<file path="src/design/odht_ram.sv">
module odht_ram #(
  parameter int WIDTH = 8,
  parameter int DEPTH = 16
) (
  input  logic                     clk_i,
  input  logic                     we_i,
  input  logic [$clog2(DEPTH)-1:0] waddr_i,
  input  logic [WIDTH-1:0]         wdata_i,
  input  logic                     re_i,
  input  logic [$clog2(DEPTH)-1:0] raddr_i,
  output logic [WIDTH-1:0]         rdata_o
);

  logic [WIDTH-1:0] mem_q [DEPTH];
  logic [WIDTH-1:0] rdata_q;

  always_ff @(posedge clk_i) begin
    if (we_i) begin
      mem_q[waddr_i] <= wdata_i;
    end
  end

  always_ff @(posedge clk_i) begin
    if (re_i) begin
      rdata_q <= mem_q[raddr_i];
    end
  end

  assign rdata_o = rdata_q;

endmodule

</file>
<file path="config.mk">
export PLATFORM = sky130hd
export DESIGN_NAME = odht_ram
export DESIGN_NICKNAME = d
export VERILOG_FILES = /design/src/design/odht_ram.sv
export SDC_FILE = /design/constraint.sdc
export NUM_CORES = 1
export LEC_CHECK = 0
export ABC_CLOCK_PERIOD_IN_PS = 2400
export BUFFER_PORTS_ARGS = -buffer_cell sky130_fd_sc_hd__buf_2
export CORE_MARGIN = 3
export CORE_UTILIZATION = 30
export DETAILED_ROUTE_END_ITERATION = 6
export GPL_ROUTABILITY_DRIVEN = 0
export HOLD_SLACK_MARGIN = 0.15
export REMOVE_ABC_BUFFERS = 1
export SYNTH_ARGS = -nofsm -noshare
export SYNTH_HDL_FRONTEND = slang
export SYNTH_SLANG_ARGS = --single-unit
</file>
<file path="constraint.sdc">
create_clock -name clk_i -period 2.4 [get_ports clk_i]
set_clock_uncertainty 0.15 [all_clocks]
set_input_delay 0.24 -clock clk_i [delete_from_list [all_inputs] [get_ports clk_i]]
set_output_delay 0.24 -clock clk_i [all_outputs]
set_load 0.05 [all_outputs]
</file>
==> results.md, run 1 <==
* Outcome: complete, no violations
* Hold WS at 255 ps
* Async set-reset flop share out of synthesis at 0%
* Seq cells post-synth at between 100 and 150
* Port bufs at 26
* Antenna-violating nets left at 0
* Num ports at 27
* Via count at 2444
* Met2 wire len at between 4000 and 5000 microns
* Dominant cell type by area after synthesis: edfxtp_1
* Final Critical Period at 1610 ps
* Top-area cell type share of the netlist area at around 78%
* Layout cell share with drive strength beyond 1 at 31.3%
* Worst Tran Pin Value at 690 ps
* Hold Path Origin: waddr_i[0]
* First-pass GRT wire length at about 16000 microns
* Largest family of logic cells by synthesized area: multiplexers
* DRT Pass-1 Iters at 4
* Layout area overhead at 22.4%
* Post-synthesis cell type count at 18
* Routed length per instance at between 15 and 20 microns
* Finished Core Util at approximately two fifths
* CTS tree: yes
* Gate count of the mapped netlist at approximately 230
* Die Wd at 138 microns
* Cell Area, Synth at ~0.0052 sq mm
* Setup WS post-layout at 789 ps
* Startpoint types: flip-flop
* Drt via density at approximately 4.6
* Metal3 WL at roughly 620 microns
* Sequential-to-total area share from yosys stat at between 70% and 80%
* Simple-Gate Fraction of Synth Area at 3.14%
* Cts repair resizes at 0
* Slew margin rel. at between 50% and 60%
* Place WS at 383 ps
* Synth Area in XOR/XNOR at 0%
* Multiplexer area fraction after synthesis at roughly 15%
* Dominant synthesized flop cell: edfxtp_1
* CP Class: reg -> reg
* Met1 wire length at roughly 4700 microns
* EDFF count, synth at approximately 140
* Syn. warnings at 0
* Rows at 47
* DRT Wirelength at around 9900 microns
* Root buf cell: clkbuf_16
* Critical Path RT at approximately 2400 ps
* Clock sink count at approximately 140
* H-tree depth at 4
* Bufs on Longest Clock Path at 2
* Compound-Gate Fraction of Synth Area at 2.30%
* Hold crit path type: in -> reg
* Fmax at between 0.6 and 0.7 GHz
* # diodes at 0
* Start point of the critical path: mem_q[0][5]
* Initial DRC count at 275
* Final net count at 313
* Core region area at 0.0168 sq mm
* Area of the die at 0.0190 sq mm
* # DRC at 0
* CP Max Fanout at 1
* Die span in y at between 100 and 150 microns
* Vias in the first global route at 2527
* Setup TNS Final at 0 ps
* Total gr overflow at 0
* Clk_lat worst skew at about 400 ps
* CP Capture Type: flip-flop
* Tcrit/Tclk final at roughly 67%
* Synth area leaders: edfxtp_1 78%, mux4_2 7.8%, mux4_1 7.0%
* Maxcap violations at 0
* Clock transition at the registers of the reported paths at ~60 ps
* Fillers at 1548
* Total CTS buffers at 17
* Detailed placer's ending HPWL at 6360 microns
* Worst EP arrival at around 1600 ps
* Initial antenna violation count at 0
* Largest net degree at the start of global routing at 33
* Top post-synthesis cells by count: 136 x edfxtp_1, 18 x mux4_2, 16 x a22oi_1
* Fin. Hold Viols at 0
* Gr usage total at between 10% and 20%
* Uppermost layer routed: met4
* Final-report setup violation count at 0
* RSZ-0062 raised after global routing: false
* Worst reg-to-reg setup slack at 790 ps
* PwrDens at 856 mW/mm^2
* DP Area at 0.00573 sq mm
* Post-synthesis area per instance at roughly 23 sq um
* Synth Area in Adders at 0%
* VDD IR max at around 580 uV
* Worst reg2reg path startpoint: mem_q[0][5]
* Starting density of the core at 31.1%
* Final Max Tran Viols at 0
* Leak at approximately 2.1 nW
* Post-route cell area at about 0.0064 sq mm
* Most numerous cell in the Yosys netlist: edfxtp_1
logic make-up (layout without fill, tap and decap cells):
group           count (synthesis)  after routing
buf+inv                        10             88
mux                            32             32
compound gates                 16             16
simple gates                   35             35
flops                         136            136
cell type report:
type                       instances  area [sq um]  area share [%]
clock buffer                      19           433            6.77
multi-input combinational         83          1060            16.5
tap                              220           275            4.30
clock inverter                    13           146            2.29
timing repair buffer              56           403            6.30
sequential                       136          4080            63.8
stage by stage:
| stage | total power [mW] | cells |
|---|---|---|
| floorplan | 2.88 | 219 |
| global placement | 3.02 | 486 |
| detailed placement | 3.03 | 486 |
| CTS | 5.54 | 527 |
| global route | 5.68 | 527 |
| finish | 5.48 | 527 |
worst max-delay path: stages (launching register included):
cell and delay [ps]:
edfxtp_1 360, mux4_1 490, a22oi_1 270, nand2_1 90
routing by layer:
layer | vias to the layer above | GRT usage [%]
li1 | 1111 | -
met1 | 1251 | 16.3
met2 | 80 | 15.1
met3 | 2 | 3.90
met4 | 0 | 3.12
met5 | - | 0
power by group:
part,internal [mW],switching [mW]
Clock,1.54,0.957
Combinational,0.116,0.175
Sequential,2.68,0.0148
Total,4.33,1.15
path summary, 6_finish.rpt:
| path | endpoint | cells after the start |
|---|---|---|
| setup / recovery | rdata_o[5] | 3 |
| hold / removal | mem_q[0][2] | 3 |
| setup reg to reg | rdata_o[5] | 3 |
| hold reg to reg | rdata_o[1] | 3 |
flip-flops by register name (all words and copies together), names as in the netlist:
| signal | cells |
|---|---|
| mem_q | 128 |
| rdata_o | 8 |
timing repair:
action,4_1_cts,5_1_grt
hold endpoints to repair,136,0
hold buffers,9,0
buffers inserted,0,0
cell usage in the layout (no fill, tap or decap), types with 2 or more instances in the layout:
master         instances
clkinv_4               4
bufinv_16              2
buf_2                 26
mux4_2                18
edfxtp_1             136
nand3b_1               2
clkbuf_1               2
clkinvlp_4             2
clkbuf_16             17
nor3_1                 4
buf_12                 2
nand2_1                9
mux4_1                14
dlygate4sd3_1          9
a22oi_1               16
nor2_1                13
buf_4                 19
nand2b_1               2
inv_6                  3
clkinv_2               2
(Power assumes the default switching activity.)
==> run 2, diff against run 1 <==
Settings changed: ABC_CLOCK_PERIOD_IN_PS 2400 to 1600.
Clock period 2.4 ns to 1.6 ns, I/O delays scaled along.
==> run 2 against run 1 <==
Compared with the run above: critical path depth unchanged; sequential share of layout area down 0.16 points; global-route usage up 0.48 points; die area unchanged; largest cell class unchanged; worst setup slack worse by 770 ps; utilization up 0.097 points; clock power up 37%; fmax up 2.1%; first-iteration DRC count down 27%; sequential power up 50%; hold slack worse by 80 ps; wire length up 5.5%.
==> results.md, run 2 (same netlist as run 1, synthesis figures left out) <==
* CP Class: reg -> reg (unchanged)
* Layout cell share with drive strength beyond 1 at 37.0% (was 31.3%)
* Core region area at 0.0168 sq mm (unchanged)
* # DRC at 0 (unchanged)
* Detailed placer's ending HPWL at 6730 microns (was 6360 microns)
* Maxcap violations at 0 (unchanged)
* Global route hottest layer: met2 (was met1)
* Fin. Hold Viols at 0 (unchanged)
* Post-Layout Cell Count at 531 (was 527)
* Met1 Usage GRT at 16.1% (was 16.3%)
* Total CTS buffers at 17 (unchanged)
* Via count at 2484 (was 2444)
* Layout area overhead at 22.7% (was 22.4%)
* Routed length per instance at 19.7 microns (was 18.8 microns)
* Clock sink count at 136 (unchanged)
* Most flops, register: mem_q (unchanged)
* VDD IR max at 553 uV (was 576 uV)
* Commonest non-fill, non-tap cell in the layout: edfxtp_1 (unchanged)
* Hold WS at 175 ps (was 255 ps)
* Port bufs at 26 (unchanged)
* Post CTS Setup Buffer Count at 0 (unchanged)
* Max FFs per register at 128 (unchanged)
* Initial antenna violation count at 0 (unchanged)
* Gr usage total at 11.4% (was 10.9%)
* Clock transition at the registers of the reported paths at 60 ps (about the same)
* Leak at 2.11 nW (was 2.15 nW)
* RSZ-0062 raised after global routing: true (was false)
* Outcome: complete, no violations (unchanged)
* Die span in y at 138 microns (unchanged)
* Initial DRC count at 202 (was 275)
* Die Wd at 138 microns (unchanged)
* Clk_lat worst skew at 400 ps (about the same)
* # diodes at 0 (unchanged)
* Bufs on Longest Clock Path at 2 (unchanged)
* Met3 Usage GRT at 3.80% (was 3.90%)
* First-pass GRT wire length at 16100 microns (was 15500 microns)
* CTS tree: yes (unchanged)
* Drt via density at 4.68 (was 4.64)
* Fmax at 0.634 GHz (was 0.621 GHz)
* Root buf cell: clkbuf_16 (unchanged)
* Met2 Track Usage GR at 16.5% (was 15.1%)
* Fillers at 1544 (was 1548)
* Rows at 47 (unchanged)
* Final Critical Period at 1580 ps (was 1610 ps)
* Area of the die at 0.0190 sq mm (unchanged)
* Place WS at -288 ps (was 383 ps)
* Total gr overflow at 0 (unchanged)
* Worst Tran Pin Value at 988 ps (was 690 ps)
* Setup WS post-layout at 22.4 ps (was 789 ps)
* Hold crit path type: in -> reg (unchanged)
* Critical Path RT at 1600 ps (was 2400 ps)
* CP Capture Type: flip-flop (unchanged)
* CP Max Fanout at 1 (unchanged)
* Worst EP arrival at 1570 ps (was 1610 ps)
* Tcrit/Tclk final at 98.6% (was 67.1%)
* Setup TNS Final at 0 ps (unchanged)
* Inst Count DP at 491 (was 486)
* H-tree depth at 4 (unchanged)
* Vias in the first global route at 2703 (was 2527)
* Slew margin rel. at 34.0% (was 53.8%)
* DRT Pass-1 Iters at 4 (unchanged)
* Starting density of the core at 31.1% (unchanged)
* Final-report setup violation count at 0 (unchanged)
* Final Max Tran Viols at 0 (unchanged)
* Antenna-violating nets left at 0 (unchanged)
* Startpoint types: flip-flop (unchanged)
* Largest net degree at the start of global routing at 24 (was 33)
* Final net count at 318 (was 313)
* DRT Wirelength at 10400 microns (was 9900 microns)
* Num ports at 27 (unchanged)
* Finished Core Util at 38.1% (was 38.0%)
* Most frequent cells in the layout: 136 x edfxtp_1, 28 x mux4_2, 26 x buf_2 (was 136 x edfxtp_1, 26 x buf_2, 19 x buf_4)
* PwrDens at 1240 mW/mm^2 (was 856 mW/mm^2)
-- run 2: path summary, 6_finish.rpt --
path / from / endpoint / slack [ps] / cells past startpoint
max: mem_q[3][6] / rdata_o[6] / 20 / 3
min: waddr_i[1] / mem_q[0][2] / 170 / 3
max reg2reg: mem_q[3][6] / rdata_o[6] / 20 / 3
min reg2reg: mem_q[12][7] / rdata_o[7] / 600 / 3
-- run 2: final cells by class --
cell class | instances | area, sq um | share of cell area [%]
sequential | 136 | 4080 | 63.7
multi-input combinational | 83 | 1070 | 16.7
timing repair buffer | 61 | 465 | 7.26
clock buffer | 20 | 437 | 6.81
tap | 220 | 275 | 4.29
clock inverter | 11 | 83.8 | 1.31
-- run 2: stage by stage --
stage	instance area (sq um)	total power, mW
3_3_place_gp	5790	4.55
2_1_floorplan	5140	4.33
4_1_cts	6410	7.99
3_5_place_dp	5790	4.56
6_report	6410	7.94
5_1_grt	6410	8.19
-- run 2: repair_timing --
action | CTS | global route
resized for setup | 6 | 14
endpoints found under the setup margin | 4 | 7
hold buffers | 9 | 0
endpoints found under the hold margin | 136 | 0
pin swaps | 3 | 2
-- run 2: worst max-delay path: stages (launching register included) --
cell and delay (ps):
edfxtp_1 350, mux4_2 470, a22oi_1 270, nand2_1 90
-- run 2: per-layer routing --
layer | part of all wire (%) | vias up | routed length, microns
met2 | 46 | 72 | 4800
li1 | - | 1112 | -
met1 | 47 | 1294 | 4870
met4 | 1.1 | 0 | 115
met3 | 6.2 | 6 | 643
met5 | 0 | - | 0
-- run 2: where the power goes --
| group | switching, mW | internal [mW] | total (mW) |
|---|---|---|---|
| logic | 0.283 | 0.199 | 0.482 |
| registers | 0.0233 | 4.02 | 4.04 |
| clock network | 1.32 | 2.10 | 3.42 |
| total | 1.63 | 6.31 | 7.94 |
