==> config.mk <==
export PLATFORM = sky130hd
export DESIGN_NAME = odht_mod
export DESIGN_NICKNAME = d
export VERILOG_FILES = /design/src/design/odht_pkg.sv /design/src/design/odht_mod.sv
export SDC_FILE = /design/constraint.sdc
export NUM_CORES = 1
export LEC_CHECK = 0
export BUFFER_PORTS_ARGS = -buffer_cell sky130_fd_sc_hd__buf_2
export CAP_MARGIN = 20
export CORE_ASPECT_RATIO = 1.1
export CORE_UTILIZATION = 49
export DETAILED_ROUTE_END_ITERATION = 10
export PLACE_DENSITY_LB_ADDON = 0.15
export SYNTH_ARGS = -nofsm -noshare
export SYNTH_HDL_FRONTEND = slang
export SYNTH_SLANG_ARGS = --single-unit
export TNS_END_PERCENT = 1
==> constraint.sdc <==
create_clock -name clk_i -period 2.3 [get_ports clk_i]
set_clock_uncertainty 0.15 [all_clocks]
set_input_delay 0.23 -clock clk_i [delete_from_list [all_inputs] [get_ports clk_i]]
set_output_delay 0.23 -clock clk_i [all_outputs]
set_load 0.005 [all_outputs]
==> src/design/odht_pkg.sv <==
package odht_pkg;

  localparam int NUM_TABLES = 8;
  localparam int TBL_BITS   = $clog2(NUM_TABLES);
  localparam int SLOTS      = 1024;
  localparam int SLOT_BITS  = $clog2(SLOTS);
  localparam int SIZE_BITS  = SLOT_BITS + 1;
  localparam int KEY_BITS   = 16;
  localparam int ADDR_BITS  = TBL_BITS + SLOT_BITS;
  localparam int MEM_DEPTH  = NUM_TABLES * SLOTS;
  localparam int CFG_BITS   = 11;

  localparam logic [CFG_BITS-1:0] SIZE_RESET = CFG_BITS'(1021);

  localparam logic OP_INSERT = 1'b0;
  localparam logic OP_DELETE = 1'b1;

  localparam logic [1:0] ST_INSERTED  = 2'd0;
  localparam logic [1:0] ST_DELETED   = 2'd1;
  localparam logic [1:0] ST_NOT_FOUND = 2'd2;
  localparam logic [1:0] ST_FULL      = 2'd3;

  // Probe step (key mod 7) + 1. Since 8 = 1 mod 7, the octal digits of the
  // key are summed and folded until the value is at most 7.
  function automatic logic [3:0] probe_step(input logic [KEY_BITS-1:0] k);
    logic [5:0] s1;
    logic [3:0] s2;
    logic [2:0] s3;
    s1 = 6'(k[2:0]) + 6'(k[5:3]) + 6'(k[8:6]) + 6'(k[11:9]) + 6'(k[14:12])
       + 6'(k[15]);
    s2 = 4'(s1[5:3]) + 4'(s1[2:0]);
    s3 = 3'(s2[2:0] + 3'(s2[3]));
    if (s3 == 3'd7) begin
      s3 = 3'd0;
    end
    return 4'(s3) + 4'd1;
  endfunction

endpackage

==> src/design/odht_mod.sv <==
module odht_mod
  import odht_pkg::*;
(
  input  logic                 clk_i,
  input  logic                 rst_ni,
  input  logic                 start_i,
  input  logic [KEY_BITS-1:0]  dividend_i,
  input  logic [SIZE_BITS-1:0] divisor_i,
  output logic                 done_o,
  output logic [SIZE_BITS-1:0] rem_o
);

  localparam int CNT_BITS = $clog2(KEY_BITS + 1);

  logic                 busy_q, busy_d;
  logic [CNT_BITS-1:0]  cnt_q, cnt_d;
  logic [KEY_BITS-1:0]  dvd_q, dvd_d;
  logic [SIZE_BITS-1:0] rem_q, rem_d;
  logic [SIZE_BITS:0]   shifted;

  // Restoring remainder, one dividend bit per cycle.
  always_comb begin
    busy_d  = busy_q;
    cnt_d   = cnt_q;
    dvd_d   = dvd_q;
    rem_d   = rem_q;
    shifted = {rem_q, dvd_q[KEY_BITS-1]};
    if (start_i) begin
      busy_d = 1'b1;
      cnt_d  = CNT_BITS'(KEY_BITS);
      dvd_d  = dividend_i;
      rem_d  = '0;
    end else if (busy_q) begin
      if (cnt_q == '0) begin
        busy_d = 1'b0;
      end else begin
        if (shifted >= {1'b0, divisor_i}) begin
          rem_d = SIZE_BITS'(shifted - {1'b0, divisor_i});
        end else begin
          rem_d = SIZE_BITS'(shifted);
        end
        dvd_d = {dvd_q[KEY_BITS-2:0], 1'b0};
        cnt_d = cnt_q - CNT_BITS'(1);
      end
    end
  end

  always_ff @(posedge clk_i or negedge rst_ni) begin
    if (!rst_ni) begin
      busy_q <= 1'b0;
      cnt_q  <= '0;
    end else begin
      busy_q <= busy_d;
      cnt_q  <= cnt_d;
    end
  end

  always_ff @(posedge clk_i) begin
    dvd_q <= dvd_d;
    rem_q <= rem_d;
  end

  assign done_o = busy_q && (cnt_q == '0);
  assign rem_o  = rem_q;

endmodule

==> summary.txt, run 1 <==
Worst setup path
  • Worst Path Arrival: 2.36 ns
  • Element type at the critical path start: flop
  • Crit-path max cell delay: 0.39 ns
  • Critical path's slowest cell: or4_1
  • Critical path cell sequence: inv_1, ha_2, fa_2, nand2b_4, o2bb2ai_2, a211oi_2, buf_4, a21oi_4, or4_1, nand3_1
  • CP startpoint: dvd_q[15]
  • Req. time, crit path: 2.37 ns
  • Worst-path maximum fanout: 4
  • Critical path type: reg -> reg
  • Worst R2R Start: dvd_q[15]
  • Crit. End Element: flop

Synth
  • Post-synthesis sequential area ratio: 41.36%
  • Yosys cell types: 42
  • YS warnings: 0
  • Asr flop ratio synth: 18.18%
  • Synth Area in Adders: 8.881%
  • Net Count, Synth: 247
  • Mux share of post-synthesis cell area: 12.10%
  • Post-Synth Simple-Gate Area: 11.62%
  • Largest family of logic cells by synthesized area: compound AO/OA/AOI/OAI gates
  • Ys flop type: edfxtp_1
  • Number of enable flip-flop cells after synthesis: 16
  • Mean Syn Cell Area: 10.13 um2
  • XOR/XNOR share of the synthesized area: 3.832%
  • FF+latch count, synth: 33
  • Mapped cell area: 0.002057 mm2
  • Cells after Synth: 203
  • Post-synthesis compound-gate area fraction: 16.55%

Pwr
  • Combinational power share: 52.3%
  • Switching portion of total power: 37.27%
  • Peak VDD IR: 0.0005874 V
  • Sequential Power Share: 32.6%
  • P_int: 1.843 mW
  • LEAKAGE: 1.217 nW
  • Sw Pwr: 1.095 mW
  • Pwr dens: 1127 mW/mm2
  • Clk network pwr share: 15.1%

Global routing
  • Grt total ovfl: 0
  • Gr usage total: 20.58%
  • First-pass GRT wire length: 7.134 mm
  • Initial antenna violation count: 0
  • Pin count of the biggest net entering global routing: 30
  • Number of global-route vias before repair: 1,640

Route
  • # DRC: 0
  • Drt first pass iters: 4
  • Total Routed Length: 4.188 mm
  • Via Count: 1,684
  • DRT antenna net count: 0
  • First DRT Iteration DRCs: 71
  • Routed wire length per instance: 13.17 um
  • Vias/cell: 5.296

Worst hold path
  • Hold_sp: dividend_i[0]
  • Hold Path Class: in -> reg

Die
  • Die Width: 63.78 um
  • Rows: 24
  • Core Box Area: 0.003994 mm2
  • Die Height: 69.96 um
  • # IOs: 42
  • Initial Util: 51.50%
  • Die area: 0.004461 mm2

Layout
  • Layout cells sized above 1: 36.84%
  • Synth-to-Final Area Change: 26.76%
  • Most common cell after layout, fill and taps aside: buf_2
  • Post-layout nets: 309
  • ANT cells: 0
  • Most frequent cells in the layout: buf_2 (41), buf_4 (22), nor2_1 (20)
  • Non-Filler Cell Area, Final: 0.002608 mm2

CTS
  • CTS tree: done
  • Setup Buffers After CTS: 0
  • Clk slew on worst S/H paths: 0.07 ns
  • Clock Latency Late Sink: 0.28 ns
  • Clk sinks: 33
  • Max Root-Sink Buffers: 2
  • Clock root buffer: clkbuf_8
  • CTS Buf Count: 5
  • H-tree levels: 2

STA
  • Unrepaired setup endpoints after global routing: true
  • Fin crit share: 99.34%
  • Max_slew headroom: 63.45%
  • Worst hold slack: 0.07890 ns
  • Setup Viol. Count Final: 0
  • Max Freq: 437.7 MHz
  • Final hold vios: 0
  • Least-Margin Pin Slew: 0.5483 ns
  • Final Max Slew Viols: 0
  • Final min period: 2.285 ns

Job
  • Max cap viols: 0

Placement
  • PortBufs: 41
  • DPL Wire Length: 3.167 mm
  • Routability cong.: 0.8340
  • Placed Area: 0.002455 mm2

Run status
  • Status: finished, final reports clean
[logic make-up (layout without fill, tap and decap cells)]
logic type	Yosys count	in the layout
simple gates	49	49
compound gates	48	48
flops	33	33
buf+inv	27	90
mux	23	23
fa+ha+maj	14	14
xor+xnor	9	9
[stage by stage]
stage	power [mW]	setup TNS (ns)	utilization (%)	setup WS, ns	instances
2_1_floorplan	1.978	0	-	0.01242	203
3_3_place_gp	2.413	-0.2230	61.47	-0.04658	309
4_1_cts	2.937	0	64.79	0.0008111	318
5_1_grt	3.158	-0.5712	65.29	-0.1048	318
3_5_place_dp	2.439	-0.5433	61.47	-0.09375	309
6_report	2.938	0	65.29	0.01519	318
[area by class of cell]
cell class	count	area, um2
repair buffers	64	380.4
well taps	52	65.06
multi-input cells	143	1152
clock inverters	2	8.758
inverters	18	67.56
clock buffers	6	82.58
fillers	340	1386
flip-flops and latches	33	850.8
[registers in the layout, indices dropped and copies added, names as in the netlist]
name	flops
busy_q	1
dvd_q	16
cnt_q	5
rem_o	11
[metal layers]
metal | GRT usage [%] | vias up | wire length (um)
li1 | - | 861 | -
met1 | 24.47 | 783 | 1891
met2 | 36.41 | 33 | 2097
met3 | 3.268 | 7 | 142
met4 | 8.333 | 0 | 57
met5 | 0 | - | 0
[cells in the mapped netlist (2+ instances only)]
master	instances	area share, %
a211oi_1	12	4.4
a21o_1	2	0.73
a21oi_1	11	2.7
a31oi_1	3	0.91
and2_1	3	0.91
and3_1	2	0.61
buf_6	2	1.1
clkbuf_1	6	1.1
dfrtp_1	6	7.3
dfxtp_1	11	11
edfxtp_1	16	23
ha_1	13	7.9
inv_1	18	3.3
mux2_2	15	8.2
mux2i_1	8	3.9
nand2_1	7	1.3
nand2b_1	3	0.91
nand3_1	4	0.97
nor2_1	20	3.6
nor2b_1	2	0.61
nor4_1	2	0.61
o21a_1	3	1.1
o21ai_0	4	0.97
o21ai_1	2	0.49
o31a_1	2	0.85
o41ai_1	2	0.85
or4_1	2	0.73
xnor2_1	7	3.0
xor2_1	2	0.85
[final timing paths]
path | endpoint | slack (ns) | cells after the start
max | rem_o[1] | 0.02 | 10
min | dvd_q[0] | 0.08 | 2
max reg2reg | rem_o[1] | 0.02 | 10
min reg2reg | rem_o[10] | 0.39 | 2
max in group asynchronous | cnt_q[1] | 1.71 | 2
min in group asynchronous | cnt_q[0] | 0.15 | 2
[timing repair]
action,CTS,global route
endpoints found under the hold margin,6,0
pin swaps,2,0
gates resized for setup,5,4
setup endpoints to repair,9,9
hold buffers,1,0
[power groups by stage]
stage | combinational (mW) | clock, mW | sequential, mW
after floorplan | 1.02 | 0 | 0.962
after global placement | 1.44 | 0 | 0.971
after detailed placement | 1.47 | 0 | 0.973
after CTS | 1.52 | 0.458 | 0.961
after global routing | 1.70 | 0.470 | 0.984
final | 1.54 | 0.443 | 0.958
[worst max-delay path, delay by kind of cell (launching register included)]
kind	cells	cell delay, ns
adders and majority gates	2	0.52
DFF	1	0.32
AOI/OAI and AO/OA	3	0.42
buffers and inverters	2	0.21
and+or+nand+nor	3	0.62
Note: power is estimated with default switching activity, not from simulation.
==> run 2, diff against run 1 <==
CORE_UTILIZATION = 25   (was 49)
REMOVE_ABC_BUFFERS = 1   (was not set)
==> run 2 against run 1 <==
The flow now finishes with violations (setup timing). Global-route usage shrank 8.0 points. First-iteration DRC count fell by 46%. Worst hold slack improved by 0.0091 ns. Sequential power fell by 1%. Core utilization fell by 31 points. Fmax fell by 3.1%.
==> summary.txt, run 2 (synthesized netlist as in run 1, its figures left out) <==
Pwr
  • Switching portion of total power: 36.86%
  • Final Power: 3.127 mW
  • Peak VDD IR: 0.0003032 V
  • Clk network pwr share: 15.1%
  • Sequential Power Share: 30.2%
  • Combinational power share: 54.7%
  • P_int: 1.974 mW
  • Sw Pwr: 1.152 mW
  • Pwr dens: 1145 mW/mm2
  • LEAKAGE: 1.249 nW

Die
  • Die Width: 88.49 um
  • Initial Util: 25.86%
  • Core Box Area: 0.007955 mm2
  • Die area: 0.008595 mm2
  • Die Height: 97.14 um
  • Rows: 34
  • # IOs: 42

STA
  • Max_slew headroom: 66.16%
  • Least-Margin Pin Slew: 0.5006 ns
  • Fin crit share: 102.5%
  • Unrepaired setup endpoints after global routing: true
  • Max Freq: 424.3 MHz
  • Final Worst Setup Slack: -0.05682 ns
  • Final hold vios: 0
  • Final min period: 2.357 ns
  • Post-Route Setup TNS: -0.2105 ns
  • Setup Viol. Count Final: 7
  • Worst hold slack: 0.08799 ns
  • Final Max Slew Viols: 0

CTS
  • Clk sinks: 33
  • Clock root buffer: clkbuf_8
  • Clock Latency Late Sink: 0.29 ns
  • H-tree levels: 2
  • CTS Buf Count: 5
  • CTS tree: done
  • Max Root-Sink Buffers: 2
  • Clk slew on worst S/H paths: 0.08 ns

Worst setup path
  • Critical path type: reg -> reg
  • Worst-path maximum fanout: 5
  • Worst R2R Start: dvd_q[15]
  • Element type at the critical path start: flop
  • Req. time, crit path: 2.31 ns
  • Slack of the worst reg-to-reg path: -0.06 ns
  • Reg2reg path depth: 11
  • Crit. End Element: flop
  • Worst Path Arrival: 2.36 ns
  • RR Endpoint: rem_o[2]

Placement
  • Routability cong.: 0.8063
  • Place WS: -0.1845 ns
  • Placed cells: 368
  • Placed Area: 0.002549 mm2
  • DPL Wire Length: 3.627 mm
  • PortBufs: 41

Layout
  • Max reg flops: 16
  • Post-layout instance count excluding filler cells: 380
  • Most flops, register: dvd_q
  • Non-Filler Cell Area, Final: 0.002730 mm2
  • ANT cells: 0
  • Most common cell after layout, fill and taps aside: buf_2
  • Synth-to-Final Area Change: 32.73%
  • Layout cells sized above 1: 36.40%
  • Core Util, Final: 34.32%
  • Post-layout nets: 315
  • Most frequent cells in the layout: buf_2 (41), buf_4 (25), nor2_1 (20)

Run status
  • Failing checks: setup timing
  • Status: complete, but fails checks

Route
  • First DRT Iteration DRCs: 38
  • Total Routed Length: 4.976 mm
  • Via Count: 1,716
  • Drt first pass iters: 4
  • DRT antenna net count: 0
  • # DRC: 0
  • Vias/cell: 4.516
  • Routed wire length per instance: 13.09 um

Job
  • Max cap viols: 0

Global routing
  • Grt total ovfl: 0
  • Pin count of the biggest net entering global routing: 23
  • Number of global-route vias before repair: 1,759
  • Initial antenna violation count: 0
  • Gr usage total: 12.55%
  • First-pass GRT wire length: 8.286 mm

Worst hold path
  • Hold Path End: dvd_q[0]
  • Hold_sp: dividend_i[0]
  • Hold Path Class: in -> reg
  • Hold path cells: 2
run 2: area by class of cell:
| cell class | instances | area [um2] |
|---|---|---|
| fill | 865 | 5225 |
| multi-input combinational | 143 | 1121 |
| sequential | 33 | 850.8 |
| timing repair buffer | 70 | 461.7 |
| tap | 108 | 135.1 |
| clock buffer | 7 | 86.33 |
| inverter | 18 | 67.56 |
| clock inverter | 1 | 7.507 |
run 2: how the worst max path moves through the flow:
stage            startpoint        end  slack [ns]
2_1_floorplan      cnt_q[0]   cnt_q[4]       -0.21
3_3_place_gp   divisor_i[0]   rem_o[2]       -0.14
3_5_place_dp   divisor_i[0]   rem_o[2]       -0.18
4_1_cts           dvd_q[15]   rem_o[2]       -0.07
5_1_grt           dvd_q[15]  rem_o[10]       -0.17
6_report          dvd_q[15]   rem_o[2]       -0.06
run 2: power by group through the flow:
stage	combinational (mW)	clock, mW	sequential (mW)
floorplan	0.952	0	0.962
global placement	1.57	0	0.963
detailed placement	1.57	0	0.961
CTS	1.72	0.500	0.949
global route	1.92	0.514	0.972
finish	1.71	0.472	0.946
run 2: layer usage:
metal	up-vias	global-route usage [%]	share of wire (%)
met3	6	3.059	3.8
li1	875	-	-
met4	0	3.722	1.6
met2	44	20.95	48
met1	791	15.78	47
met5	-	0	0
run 2: repair_timing:
item	4_1_cts	5_1_grt
pin swaps	6	4
hold endpoints to repair	6	0
cloned	1	0
gates resized for setup	7	2
setup buffers	2	0
endpoints found under the setup margin	11	11
hold buffers	1	0
run 2: worst max-delay path: stages, from the launching register on:
cell	delay [ns]
edfxtp_1	0.32
inv_1	0.05
ha_2	0.18
fa_2	0.34
nand2b_4	0.15
o2bb2ai_2	0.13
a211oi_2	0.23
a21o_1	0.17
buf_6	0.11
buf_12	0.11
mux2i_1	0.19
a211oi_1	0.09
